<file path="config.mk">
export PLATFORM = sky130hd
export DESIGN_NAME = mavlink2_frame_packer_top
export DESIGN_NICKNAME = d
export VERILOG_FILES = /design/src/rtl/core/mfp_pkg.sv /design/src/rtl/core/mfp_input_stage.sv /design/src/rtl/core/mfp_sequencer.sv /design/src/rtl/core/mfp_output_stage.sv /design/src/rtl/core/mavlink2_frame_packer_top.sv
export VERILOG_INCLUDE_DIRS = /design/src /design/src/rtl/core
export SDC_FILE = /design/constraint.sdc
export NUM_CORES = 1
export LEC_CHECK = 0
export ABC_CLOCK_PERIOD_IN_PS = 11200
export BUFFER_PORTS_ARGS = -buffer_cell sky130_fd_sc_hd__buf_2
export CORE_MARGIN = 5
export CORE_UTILIZATION = 33
export DETAILED_ROUTE_END_ITERATION = 7
export GPL_TIMING_DRIVEN = 0
export PLACE_DENSITY_LB_ADDON = 0.12
export SYNTH_ARGS = -nofsm -noshare
export SYNTH_HDL_FRONTEND = slang
export SYNTH_HIERARCHICAL = 1
export SYNTH_SLANG_ARGS = --single-unit
</file>
<file path="constraint.sdc">
create_clock -name clock -period 11.2 [get_ports clock]
set_clock_uncertainty 0.05 [all_clocks]
set_input_delay 1.12 -clock clock [delete_from_list [all_inputs] [get_ports clock]]
set_output_delay 1.12 -clock clock [all_outputs]
set_load 0.1 [all_outputs]
</file>
<file path="src/rtl/core/mavlink2_frame_packer_top_assert.svh">
// Assertion macros for the frame packer top level.
// Expects signals named clock and reset in the including scope.
`ifndef MAVLINK2_FRAME_PACKER_TOP_ASSERT_SVH
`define MAVLINK2_FRAME_PACKER_TOP_ASSERT_SVH

// Property that must hold at every clock edge outside reset.
`define MFP_ASSERT_NOW(label, expr, msg) \
   label: assert property (@(posedge clock) disable iff (reset) (expr)) else $error(msg);

// Implication whose consequent is checked in the cycle after the antecedent.
`define MFP_ASSERT_NEXT(label, ante, cons, msg) \
   label: assert property (@(posedge clock) disable iff (reset) (ante) |=> (cons)) \
      else $error(msg);

`endif

</file>
<file path="src/rtl/core/mfp_pkg.sv">
// Shared types, constants and the CRC-16/X.25 byte update for the frame packer.
// No dependencies; every module of the block uses it by scoped names.
package mfp_pkg;

   localparam logic [7:0]  FRAME_MAGIC = 8'hFD;
   localparam logic [15:0] CRC_SEED    = 16'hFFFF;

   // Configuration register indexes.
   localparam int CSR_IDX_W = 8;
   localparam logic [CSR_IDX_W-1:0] CSR_SYSTEM_ID    = 8'd0;
   localparam logic [CSR_IDX_W-1:0] CSR_COMPONENT_ID = 8'd1;

   // Byte selector codes of the sequencer: header positions, then the special steps.
   localparam int STEP_W = 4;
   localparam logic [STEP_W-1:0] HDR_MAGIC   = 4'd0;
   localparam logic [STEP_W-1:0] HDR_LEN     = 4'd1;
   localparam logic [STEP_W-1:0] HDR_FLAGS0  = 4'd2;
   localparam logic [STEP_W-1:0] HDR_FLAGS1  = 4'd3;
   localparam logic [STEP_W-1:0] HDR_SEQ     = 4'd4;
   localparam logic [STEP_W-1:0] HDR_SYSID   = 4'd5;
   localparam logic [STEP_W-1:0] HDR_COMPID  = 4'd6;
   localparam logic [STEP_W-1:0] HDR_MSG0    = 4'd7;
   localparam logic [STEP_W-1:0] HDR_MSG1    = 4'd8;
   localparam logic [STEP_W-1:0] HDR_MSG2    = 4'd9;
   localparam logic [STEP_W-1:0] STEP_CRC_LO = 4'd10;
   localparam logic [STEP_W-1:0] STEP_CRC_HI = 4'd11;
   localparam logic [STEP_W-1:0] STEP_DATA   = 4'd12;
   localparam logic [STEP_W-1:0] STEP_FIRST  = HDR_MAGIC;

   typedef struct packed {
      logic        frame_start;
      logic [23:0] message_id;
      logic [7:0]  payload_length;
      logic [7:0]  payload_byte;
   } item_type;

   typedef struct packed {
      logic       valid;
      logic [7:0] tx_byte;
      logic       frame_end;
      logic       run_last;
   } out_byte_type;

   typedef struct packed {
      logic frame_open;
      logic mid_item;
   } seq_status_type;

   function automatic logic [15:0] crc_x25_update(input logic [7:0] data,
                                                  input logic [15:0] crc);
      logic [7:0] t;
      t = data ^ crc[7:0];
      t = t ^ {t[3:0], 4'b0000};
      return {8'h00, crc[15:8]} ^ {t, 8'h00} ^ {5'b00000, t, 3'b000} ^ {12'h000, t[7:4]};
   endfunction

endpackage

</file>
<file path="src/rtl/core/mfp_input_stage.sv">
// Input register of the frame packer: holds one request until the sequencer is done.
// Depends on mfp_pkg for the item type.
module mfp_input_stage (
   input  logic              clock,
   input  logic              reset,
   input  logic              req_valid,
   output logic              req_stall,
   input  mfp_pkg::item_type req_item,
   input  logic              item_done,
   output logic              hold_valid,
   output mfp_pkg::item_type hold_item
);

   logic              hold_valid_ff;
   logic              hold_valid_in;
   mfp_pkg::item_type hold_ff;
   logic              load;

   // A new request may enter in the same cycle the held one finishes.
   assign req_stall     = hold_valid_ff & ~item_done;
   assign load          = req_valid & ~req_stall;
   assign hold_valid_in = load | (hold_valid_ff & ~item_done);

   always_ff @(posedge clock) begin
      if (reset) begin
         hold_valid_ff <= 1'b0;
      end else begin
         hold_valid_ff <= hold_valid_in;
      end
   end

   always_ff @(posedge clock) begin
      if (load) begin
         hold_ff <= req_item;
      end
   end

   assign hold_valid = hold_valid_ff;
   assign hold_item  = hold_ff;

endmodule

</file>
<file path="src/rtl/core/mfp_sequencer.sv">
// Byte sequencer: walks the header, payload and CRC bytes of the held item, one per cycle
// while out_ready is high, and keeps the frame state and running CRC. Depends on mfp_pkg.
module mfp_sequencer (
   input  logic                    clock,
   input  logic                    reset,
   input  logic                    hold_valid,
   input  mfp_pkg::item_type       hold_item,
   input  logic                    out_ready,
   input  logic [7:0]              system_id,
   input  logic [7:0]              component_id,
   output logic                    item_done,
   output mfp_pkg::out_byte_type   emit,
   output mfp_pkg::seq_status_type status
);

   logic [mfp_pkg::STEP_W-1:0] step_ff, step_in;
   logic [15:0]                crc_ff, crc_in;
   logic [7:0]                 seq_ff, seq_in;
   logic [7:0]                 rem_ff, rem_in;
   logic                       open_ff, open_in;

   logic [mfp_pkg::STEP_W-1:0] cur;
   logic [mfp_pkg::STEP_W-1:0] nxt;
   logic                       live;
   logic                       emit_en;
   logic                       last;
   logic                       crc_upd;
   logic                       is_end;
   logic [7:0]                 tx;

   always_comb begin
      // A non-start item begins at the payload data step.
      cur = (!hold_item.frame_start && step_ff == mfp_pkg::STEP_FIRST) ?
            mfp_pkg::STEP_DATA : step_ff;
      live    = hold_item.frame_start | open_ff;
      emit_en = hold_valid & live & out_ready;
      tx      = 8'h00;
      last    = 1'b0;
      crc_upd = 1'b0;
      is_end  = 1'b0;
      nxt     = step_ff + mfp_pkg::STEP_W'(1);
      unique case (cur) inside
         mfp_pkg::HDR_MAGIC: begin
            tx = mfp_pkg::FRAME_MAGIC;
         end
         mfp_pkg::HDR_LEN: begin
            tx      = hold_item.payload_length;
            crc_upd = 1'b1;
         end
         mfp_pkg::HDR_FLAGS0, mfp_pkg::HDR_FLAGS1: begin
            tx      = 8'h00;
            crc_upd = 1'b1;
         end
         mfp_pkg::HDR_SEQ: begin
            tx      = seq_ff;
            crc_upd = 1'b1;
         end
         mfp_pkg::HDR_SYSID: begin
            tx      = system_id;
            crc_upd = 1'b1;
         end
         mfp_pkg::HDR_COMPID: begin
            tx      = component_id;
            crc_upd = 1'b1;
         end
         mfp_pkg::HDR_MSG0: begin
            tx      = hold_item.message_id[7:0];
            crc_upd = 1'b1;
         end
         mfp_pkg::HDR_MSG1: begin
            tx      = hold_item.message_id[15:8];
            crc_upd = 1'b1;
         end
         mfp_pkg::HDR_MSG2: begin
            tx      = hold_item.message_id[23:16];
            crc_upd = 1'b1;
            // A zero-length frame goes straight on to its CRC.
            if (hold_item.payload_length == 8'h00) begin
               nxt = mfp_pkg::STEP_CRC_LO;
            end else begin
               last = 1'b1;
            end
         end
         mfp_pkg::STEP_DATA: begin
            tx      = hold_item.payload_byte;
            crc_upd = 1'b1;
            if (rem_ff == 8'd1) begin
               nxt = mfp_pkg::STEP_CRC_LO;
            end else begin
               last = 1'b1;
            end
         end
         mfp_pkg::STEP_CRC_LO: begin
            tx  = crc_ff[7:0];
            nxt = mfp_pkg::STEP_CRC_HI;
         end
         mfp_pkg::STEP_CRC_HI: begin
            tx     = crc_ff[15:8];
            last   = 1'b1;
            is_end = 1'b1;
         end
         default: begin
            last = 1'b1;
         end
      endcase
   end

   always_comb begin
      step_in = step_ff;
      crc_in  = crc_ff;
      seq_in  = seq_ff;
      rem_in  = rem_ff;
      open_in = open_ff;
      if (emit_en) begin
         step_in = last ? mfp_pkg::STEP_FIRST : nxt;
         if (cur == mfp_pkg::HDR_MAGIC) begin
            crc_in = mfp_pkg::CRC_SEED;
         end else if (crc_upd) begin
            crc_in = mfp_pkg::crc_x25_update(tx, crc_ff);
         end
         if (cur == mfp_pkg::HDR_SEQ) begin
            seq_in = seq_ff + 8'd1;
         end
         if (cur == mfp_pkg::HDR_MSG2) begin
            rem_in  = hold_item.payload_length;
            open_in = (hold_item.payload_length != 8'h00);
         end else if (cur == mfp_pkg::STEP_DATA) begin
            // The frame stays open through its CRC bytes so the last payload item keeps going.
            rem_in  = rem_ff - 8'd1;
         end else if (cur == mfp_pkg::STEP_CRC_HI) begin
            rem_in  = 8'h00;
            open_in = 1'b0;
         end
      end
   end

   always_ff @(posedge clock) begin
      if (reset) begin
         step_ff <= mfp_pkg::STEP_FIRST;
         crc_ff  <= mfp_pkg::CRC_SEED;
         seq_ff  <= 8'h00;
         rem_ff  <= 8'h00;
         open_ff <= 1'b0;
      end else begin
         step_ff <= step_in;
         crc_ff  <= crc_in;
         seq_ff  <= seq_in;
         rem_ff  <= rem_in;
         open_ff <= open_in;
      end
   end

   // Items outside a frame finish at once with no bytes.
   assign item_done = hold_valid & (~live | (emit_en & last));

   assign emit.valid     = emit_en;
   assign emit.tx_byte   = tx;
   assign emit.frame_end = is_end;
   assign emit.run_last  = last;

   assign status.frame_open = open_ff;
   assign status.mid_item   = (step_ff != mfp_pkg::STEP_FIRST);

endmodule

</file>
<file path="src/rtl/core/mfp_output_stage.sv">
// Result register of the frame packer: holds one output byte until it is transferred.
// Depends on mfp_pkg for the output byte type.
module mfp_output_stage (
   input  logic                  clock,
   input  logic                  reset,
   input  mfp_pkg::out_byte_type emit,
   output logic                  out_ready,
   output logic                  rsp_valid,
   input  logic                  rsp_stall,
   output logic [7:0]            rsp_tx_byte,
   output logic                  rsp_frame_end,
   output logic                  rsp_run_last
);

   logic                  valid_ff, valid_in;
   mfp_pkg::out_byte_type data_ff;

   assign out_ready = ~valid_ff | ~rsp_stall;
   assign valid_in  = emit.valid | (valid_ff & rsp_stall);

   always_ff @(posedge clock) begin
      if (reset) begin
         valid_ff <= 1'b0;
      end else begin
         valid_ff <= valid_in;
      end
   end

   always_ff @(posedge clock) begin
      if (emit.valid) begin
         data_ff <= emit;
      end
   end

   assign rsp_valid     = valid_ff;
   assign rsp_tx_byte   = data_ff.tx_byte;
   assign rsp_frame_end = data_ff.frame_end;
   assign rsp_run_last  = data_ff.run_last;

endmodule

</file>
<file path="src/rtl/core/mavlink2_frame_packer_top.sv">
// Top level of the MAVLink v2 style frame packer: configuration registers, input
// register, byte sequencer and result register. Depends on mfp_pkg and the three mfp_ modules.
//
// A start request produces the 10-byte header (12 bytes with the CRC for a zero-length
// frame), a payload request produces one byte (3 on the last payload byte, with the CRC),
// and a request outside a frame produces nothing. The result register moves one byte per
// cycle while rsp_stall is low, so a request holds the input until its last byte enters the
// result register; payload bytes therefore stream at one per cycle when the output does not
// stall, and an ignored request still passes through the input register. A request's first
// byte goes through the input register and then the result register to the result port. The
// configuration port is always ready; write it only while no frame bytes are pending.
module mavlink2_frame_packer_top (
   input  logic                           clock,
   input  logic                           reset,
   input  logic                           req_valid,
   output logic                           req_stall,
   input  logic                           req_frame_start,
   input  logic [23:0]                    req_message_id,
   input  logic [7:0]                     req_payload_length,
   input  logic [7:0]                     req_payload_byte,
   output logic                           rsp_valid,
   input  logic                           rsp_stall,
   output logic [7:0]                     rsp_tx_byte,
   output logic                           rsp_frame_end,
   output logic                           rsp_run_last,
   input  logic                           csr_valid,
   output logic                           csr_ready,
   input  logic [mfp_pkg::CSR_IDX_W-1:0]  csr_index,
   input  logic [7:0]                     csr_wdata
);

   logic [7:0] sysid_ff, sysid_in;
   logic [7:0] compid_ff, compid_in;

   mfp_pkg::item_type       req_item;
   mfp_pkg::item_type       hold_item;
   mfp_pkg::out_byte_type   emit;
   mfp_pkg::seq_status_type status;
   logic                    hold_valid;
   logic                    item_done;
   logic                    out_ready;

   assign csr_ready = 1'b1;

   always_comb begin
      sysid_in  = sysid_ff;
      compid_in = compid_ff;
      if (csr_valid && csr_ready) begin
         unique case (csr_index)
            mfp_pkg::CSR_SYSTEM_ID:    sysid_in  = csr_wdata;
            mfp_pkg::CSR_COMPONENT_ID: compid_in = csr_wdata;
            default: begin
            end
         endcase
      end
   end

   always_ff @(posedge clock) begin
      if (reset) begin
         sysid_ff  <= 8'd1;
         compid_ff <= 8'd1;
      end else begin
         sysid_ff  <= sysid_in;
         compid_ff <= compid_in;
      end
   end

   assign req_item.frame_start    = req_frame_start;
   assign req_item.message_id     = req_message_id;
   assign req_item.payload_length = req_payload_length;
   assign req_item.payload_byte   = req_payload_byte;

   mfp_input_stage u_input (
      .clock      (clock),
      .reset      (reset),
      .req_valid  (req_valid),
      .req_stall  (req_stall),
      .req_item   (req_item),
      .item_done  (item_done),
      .hold_valid (hold_valid),
      .hold_item  (hold_item)
   );

   mfp_sequencer u_seq (
      .clock        (clock),
      .reset        (reset),
      .hold_valid   (hold_valid),
      .hold_item    (hold_item),
      .out_ready    (out_ready),
      .system_id    (sysid_ff),
      .component_id (compid_ff),
      .item_done    (item_done),
      .emit         (emit),
      .status       (status)
   );

   mfp_output_stage u_output (
      .clock         (clock),
      .reset         (reset),
      .emit          (emit),
      .out_ready     (out_ready),
      .rsp_valid     (rsp_valid),
      .rsp_stall     (rsp_stall),
      .rsp_tx_byte   (rsp_tx_byte),
      .rsp_frame_end (rsp_frame_end),
      .rsp_run_last  (rsp_run_last)
   );

`include "mavlink2_frame_packer_top_assert.svh"

   // A stalled result must never be overwritten by the sequencer.
   `MFP_ASSERT_NOW(a_no_overwrite, !(rsp_valid && rsp_stall && emit.valid), "result overwritten while stalled")
   // Sending the last CRC byte closes the frame.
   `MFP_ASSERT_NEXT(a_end_closes, emit.valid && emit.frame_end, !status.frame_open, "frame still open after its CRC")
   // While the held request still has bytes to send, no new request may enter.
   `MFP_ASSERT_NOW(a_hold_busy, !(status.mid_item && !emit.valid) || req_stall, "input taken in the middle of a request")

endmodule

</file>
* After elaboration in Yosys (flattened, before gate mapping)
Cells that the tools add are included. W data, S select, Z words.
Word-level totals: bits in registers 106, bits of input ports 62, output and inout bits 13, word-level logic and storage cells 93
Operators by class: add/sub/neg operators 3, equality and inequality tests 15, mux-type cells 19, bitwise operators 22, reduce and logical (&&, ||, !) cells 18
Operators by type and width (number):
- $pmux W8 S11 | 1
- $mux W16 | 2
- $mux W8 | 3
- $eq A4 B4 Y1 const B | 5
- $reduce_or A10 Y1 | 2
- $eq A4 B3 Y1 const B | 4
- $eq A8 B1 Y1 const B | 2
- $logic_not A8 Y1 | 2
- $mux W4 | 4
- $xor A16 B11 Y16 | 1
- $xor A16 B4 Y16 | 1
- $xor A8 B16 Y16 | 1
- $xor A8 B8 Y8 | 2
- $pmux W4 S3 | 1
- $reduce_and A2 Y1 | 5
- $add A8 B1 Y8 const B | 1
- $eq A4 B2 Y1 const B | 2
- $logic_not A4 Y1 | 2
- $reduce_bool A8 Y1 | 1
- $sub A8 B1 Y8 const B | 1
- $and A1 B1 Y1 | 7
- $mux W1 | 7
- $not A1 Y1 | 5
- $or A1 B1 Y1 | 5
- 9 further kinds | 10

* Logic depth before layout (Yosys ltp)
word-level depth 14, mapped depth 13

* Modules after synthesis
The synthesis kept the hierarchy.
By module, submodules not included:
- mfp_sequencer | times used 1, cells an instance 360, area an instance 2857.7 sq um, seq. area each 740.7 sq um
- mfp_input_stage | times used 1, cells an instance 45, area an instance 1281.2 sq um, seq. area each 1251.2 sq um
- mavlink2_frame_packer_top | times used 1, cells an instance 68, area an instance 745.7 sq um, seq. area each 320.3 sq um
- mfp_output_stage | times used 1, cells an instance 14, area an instance 332.8 sq um, seq. area each 320.3 sq um

* Worst setup path before layout
No wires, ideal clock.
kind reg-to-reg, start point register u_seq/step_ff[0] (netlist bit), end point register u_input.hold_ff, in the netlist u_input/hold_item[0], enable pin, setup time 444 ps, arrival time 4300 ps, slack 6406 ps, stages on the path, launching flop included 13, path buffers 4, cells stage by stage dfxtp_1 ha_1 buf_2 buf_1 buf_2 and2_1 clkbuf_1 a22oi_1 o21ai_0 a21oi_1 nor2b_1 nor2b_4 nor2b_1
Between the ends: cells in the longest elaborated chain, start to end 13, elaborated cells on any way between the ends 24, classes of those cells 11 x eq/ne; 2 x mux; 7 x bitwise; 4 x reduce/logical
Ends and longest elaborated chain:
- start, declared | RTL line mfp_sequencer.sv:16 | logic [mfp_pkg::STEP_W-1:0] step_ff, step_in;
- start signal, assigned | RTL line mfp_sequencer.sv:139 | step_ff <= mfp_pkg::STEP_FIRST;
- start signal, assigned | RTL line mfp_sequencer.sv:145 | step_ff <= step_in;
- $logic_not A4 Y1 | RTL line mfp_sequencer.sv:33 | cur = (!hold_item.frame_start && step_ff == mfp_pkg::STEP_FIRST) ?
- $logic_and A1 B1 Y1 | RTL line mfp_sequencer.sv:33
- $mux W4 * | RTL line mfp_sequencer.sv:33
- $eq A4 B4 Y1 (no line) (tied with other cells)
- $reduce_or A10 Y1 (no line)
- $pmux W1 S3 * | RTL line mfp_sequencer.sv:42 | unique case (cur) inside
- via u_seq.last | RTL line mfp_sequencer.sv:26 | logic last;
- $and A1 B1 Y1 * | RTL line mfp_sequencer.sv:154 | assign item_done = hold_valid & (~live | (emit_en & last));
- $or A1 B1 Y1 * | RTL line mfp_sequencer.sv:154
- $and A1 B1 Y1 * | RTL line mfp_sequencer.sv:154
- via item_done | RTL line mavlink2_frame_packer_top.sv:40 | logic item_done;
- $not A1 Y1 * | RTL line mfp_input_stage.sv:20 | assign req_stall = hold_valid_ff & ~item_done;
- $and A1 B1 Y1 * | RTL line mfp_input_stage.sv:20
- via req_stall | RTL line mavlink2_frame_packer_top.sv:16 | output logic req_stall,
- $not A1 Y1 * | RTL line mfp_input_stage.sv:21 | assign load = req_valid & ~req_stall;
- $and A1 B1 Y1 * | RTL line mfp_input_stage.sv:21
- via u_input.load | RTL line mfp_input_stage.sv:17 | logic load;
- end signal, assigned | RTL line mfp_input_stage.sv:34 | hold_ff <= req_item;
- end, declared | RTL line mfp_input_stage.sv:16 | mfp_pkg::item_type hold_ff;
The timed path passes the listed nets; every way through them passes the cells marked *. A chain may end at the register's enable or synchronous reset.

* Final worst setup path
start point register u_seq/step_ff[0] (netlist bit), end point output port req_stall
Between the ends: cells in the longest elaborated chain, start to end 11, elaborated cells on any way between the ends 22, classes of those cells 11 x eq/ne; 2 x mux; 5 x bitwise; 4 x reduce/logical
Ends and longest elaborated chain (RTL line):
- $logic_not A4 Y1 | mfp_sequencer.sv:33
- $logic_and A1 B1 Y1 | mfp_sequencer.sv:33
- $mux W4 * | mfp_sequencer.sv:33
- $eq A4 B4 Y1 (no line) (tied with other cells)
- $reduce_or A10 Y1 (no line)
- $pmux W1 S3 * | mfp_sequencer.sv:42
- via u_seq.last | mfp_sequencer.sv:26
- $and A1 B1 Y1 * | mfp_sequencer.sv:154
- $or A1 B1 Y1 * | mfp_sequencer.sv:154
- $and A1 B1 Y1 * | mfp_sequencer.sv:154
- via item_done | mavlink2_frame_packer_top.sv:40
- $not A1 Y1 * | mfp_input_stage.sv:20
- $and A1 B1 Y1 * | mfp_input_stage.sv:20
- end, declared | mavlink2_frame_packer_top.sv:16
Marked as above.

==> summary.md <==
| Metric | Value |
|---|---|
| Status | completed |
| Int Power | 0.697 mW |
| Clk slew on worst S/H paths | 0.07 ns |
| Die span in y | 136 um |
| Levels on crit path | 10 |
| Launching point of the worst reg2reg path | u_seq/step_ff[0] |
| Initial Util | 0.333 |
| CTS root buf | clkbuf_16 |
| Reg2reg setup slack | 7.02 ns |
| Reg2reg path depth | 13 |
| Lkg Pwr | 2.36 nW |
| YS warnings | 6 |
| Worst-path maximum fanout | 10 |
| Sw frac | 0.246 |
| CP cell instances | inv_1 -> ha_1 -> clkbuf_1 -> nor3_1 -> o311ai_0 -> o21ai_0 -> a21oi_1 -> nor2b_1 -> nor2b_4 -> buf_2 |
| Worst hold margin | 0.428 ns |
| Post-Route WL | 14.1 mm |
| Longest Clk Path Bufs | 2 |
| Setup CP Type | reg2out |
| Core Area | 15,700 um^2 |
| FF-to-FF End | u_input/hold_item[36] |
| Peak supply drop | 0.0791 mV |
| Slew HR | 0.438 |
| Most common cell after layout, fill and taps aside | buf_2 |
| Hold Buf Count CTS | 0 |
| Worst EP arrival | 3.80 ns |
| Sw Pwr | 0.227 mW |
| Cell count after synthesis | 485 |
| Port bufs | 73 |
| Htree depth | 3 |
| Drt first-iter violations | 235 |
| Final critical-path share of the clock period | 0.444 |
| Critical Path Sink | req_stall |
| Synthesis-to-finish area growth | 19.2% |
| Layout cells sized above 1 | 0.210 |
| GRT Total Usage | 0.162 |
| I/O pin count | 75 |
| Fill cell count | 1,594 |
| Die area | 18,400 um^2 |
| Routability cong. | 0.802 |
| Gr ovfl total | 0 |
| Max Transition Viols Final | 0 |
| HP Class | reg2reg |
| # DRC | 0 |
| CTS tree | built |
| Hold depth | 2 |
| Buf+Inv Stages, Crit Path | 3 |
| Worst Max-Slew Pin Slew | 0.832 ns |
| Min cycle time layout | 4.97 ns |
| Worst EP required | 10.03 ns |
| RSZ-0062 raised after global routing | false |
| Part of the power in the clock network | 0.387 |
| Post-DP HPWL | 10.7 mm |
| Final Hold Vio Count | 0 |
| Sequential share of power | 0.472 |
| Setup TNS | 0 ns |
| Worst path top cell family by delay | compound AO/OA/AOI/OAI gates |
| CTS resizes | 0 |
| Startpoint types | flop |
| Largest net degree at the start of global routing | 31 |
| Synthesized net count | 556 |
| Most frequent cells in the layout | buf_2 (80), dfxtp_1 (55), edfxtp_1 (51) |
| Fin nets | 641 |
| Clock sinks | 106 |
| Post-CTS setup buffers | 0 |
| F_max | 201 MHz |
| Vias in the first global route | 3,933 |
| PD cells | 149 nW/um^2 |
| Drt pass-1 iters | 4 |
| Number of CTS-inserted buffers | 9 |
| Die X | 136 um |
| Initial antenna violation count | 0 |
| Setup crit end kind | output pin |
| Detail Route Antenna Nets | 0 |
| Final setup fails | 0 |
| Comb pwr share | 0.141 |
| Max stage delay on crit path | 0.76 ns |
| Vias/cell | 4.97 |
| # diodes | 0 |
| Row Count | 46 |
| Max_cap viols | 0 |
| Wire per inst | 17.9 um |
| Mapped cell area | 5210 um^2 |
| Clk Latency, worst-skew pair | 0.35 ns |
| CP startpoint | u_seq/step_ff[0] |
| CP max-delay cell | o311ai_0 |
| First-pass GRT wire length | 22.7 mm |
| Routed vias | 3,932 |
| Post-Syn Area per Cell | 10.7 um^2 |
cell type report:
| type | instances | area (um^2) | share of cell area |
|---|---|---|---|
| Buffer | 31 | 163 | 0.0262 |
| Clock buffer | 11 | 233 | 0.0375 |
| Clock inverter | 5 | 103 | 0.0165 |
| Inverter | 11 | 41.3 | 0.00665 |
| Multi-Input combinational cell | 337 | 2380 | 0.383 |
| Sequential cell | 106 | 2630 | 0.424 |
| Tap cell | 216 | 270 | 0.0436 |
| Timing Repair Buffer | 74 | 385 | 0.0621 |
metal layers:
metal,wire length [um],global-route usage,vias up
met1,6660,0.229,1873
met5,0,0,-
met4,211,0.0487,0
li1,-,-,1934
met3,819,0.0349,13
met2,6440,0.249,112
power groups by stage:
stage | sequential (mW) | combinational, mW | clock [mW]
floorplan | 0.454 | 0.0813 | 0
global placement | 0.446 | 0.128 | 0
detailed placement | 0.445 | 0.131 | 0
CTS | 0.436 | 0.131 | 0.369
global route | 0.437 | 0.142 | 0.386
finish | 0.436 | 0.131 | 0.358
sequential cells by signal (all words and copies together), names as in the netlist:
| name | flops |
|---|---|
| compid_ff | 8 |
| u_seq/rem_ff | 8 |
| u_seq/crc_ff | 16 |
| u_seq/open_ff | 1 |
| u_output/rsp_tx_byte | 8 |
| u_output/rsp_valid | 1 |
| sysid_ff | 8 |
| u_input/hold_item | 41 |
| u_output/rsp_frame_end | 1 |
| u_input/hold_valid | 1 |
| u_seq/seq_ff | 8 |
| u_seq/step_ff | 4 |
| u_output/rsp_run_last | 1 |
worst min-delay path: stages (launching register included):
cell,delay [ns]
dfxtp_1,0.31
o31ai_1,0.06
a21oi_1,0.06
how the worst min path moves through the flow:
stage	end	slack, ns	startpoint
final	u_seq/open_ff	0.43	u_seq/open_ff
after global routing	sysid_ff[7]	0.45	sysid_ff[7]
after CTS	u_seq/open_ff	0.43	u_seq/open_ff
after detailed placement	sysid_ff[7]	0.41	sysid_ff[7]
after global placement	u_seq/open_ff	0.41	u_seq/open_ff
after floorplan	compid_ff[4]	0.40	compid_ff[4]
metrics by stage:
step	total power [mW]	util	setup WS (ns)	instances	instance area (um^2)
after global routing	0.966	0.396	5.86	791	6200
after global placement	0.574	0.373	4.56	774	5840
after floorplan	0.535	-	6.41	485	5210
after CTS	0.937	0.396	6.24	791	6200
final	0.924	0.396	6.23	791	6200
after detailed placement	0.575	0.375	6.63	775	5870
(Power assumes the default switching activity.)
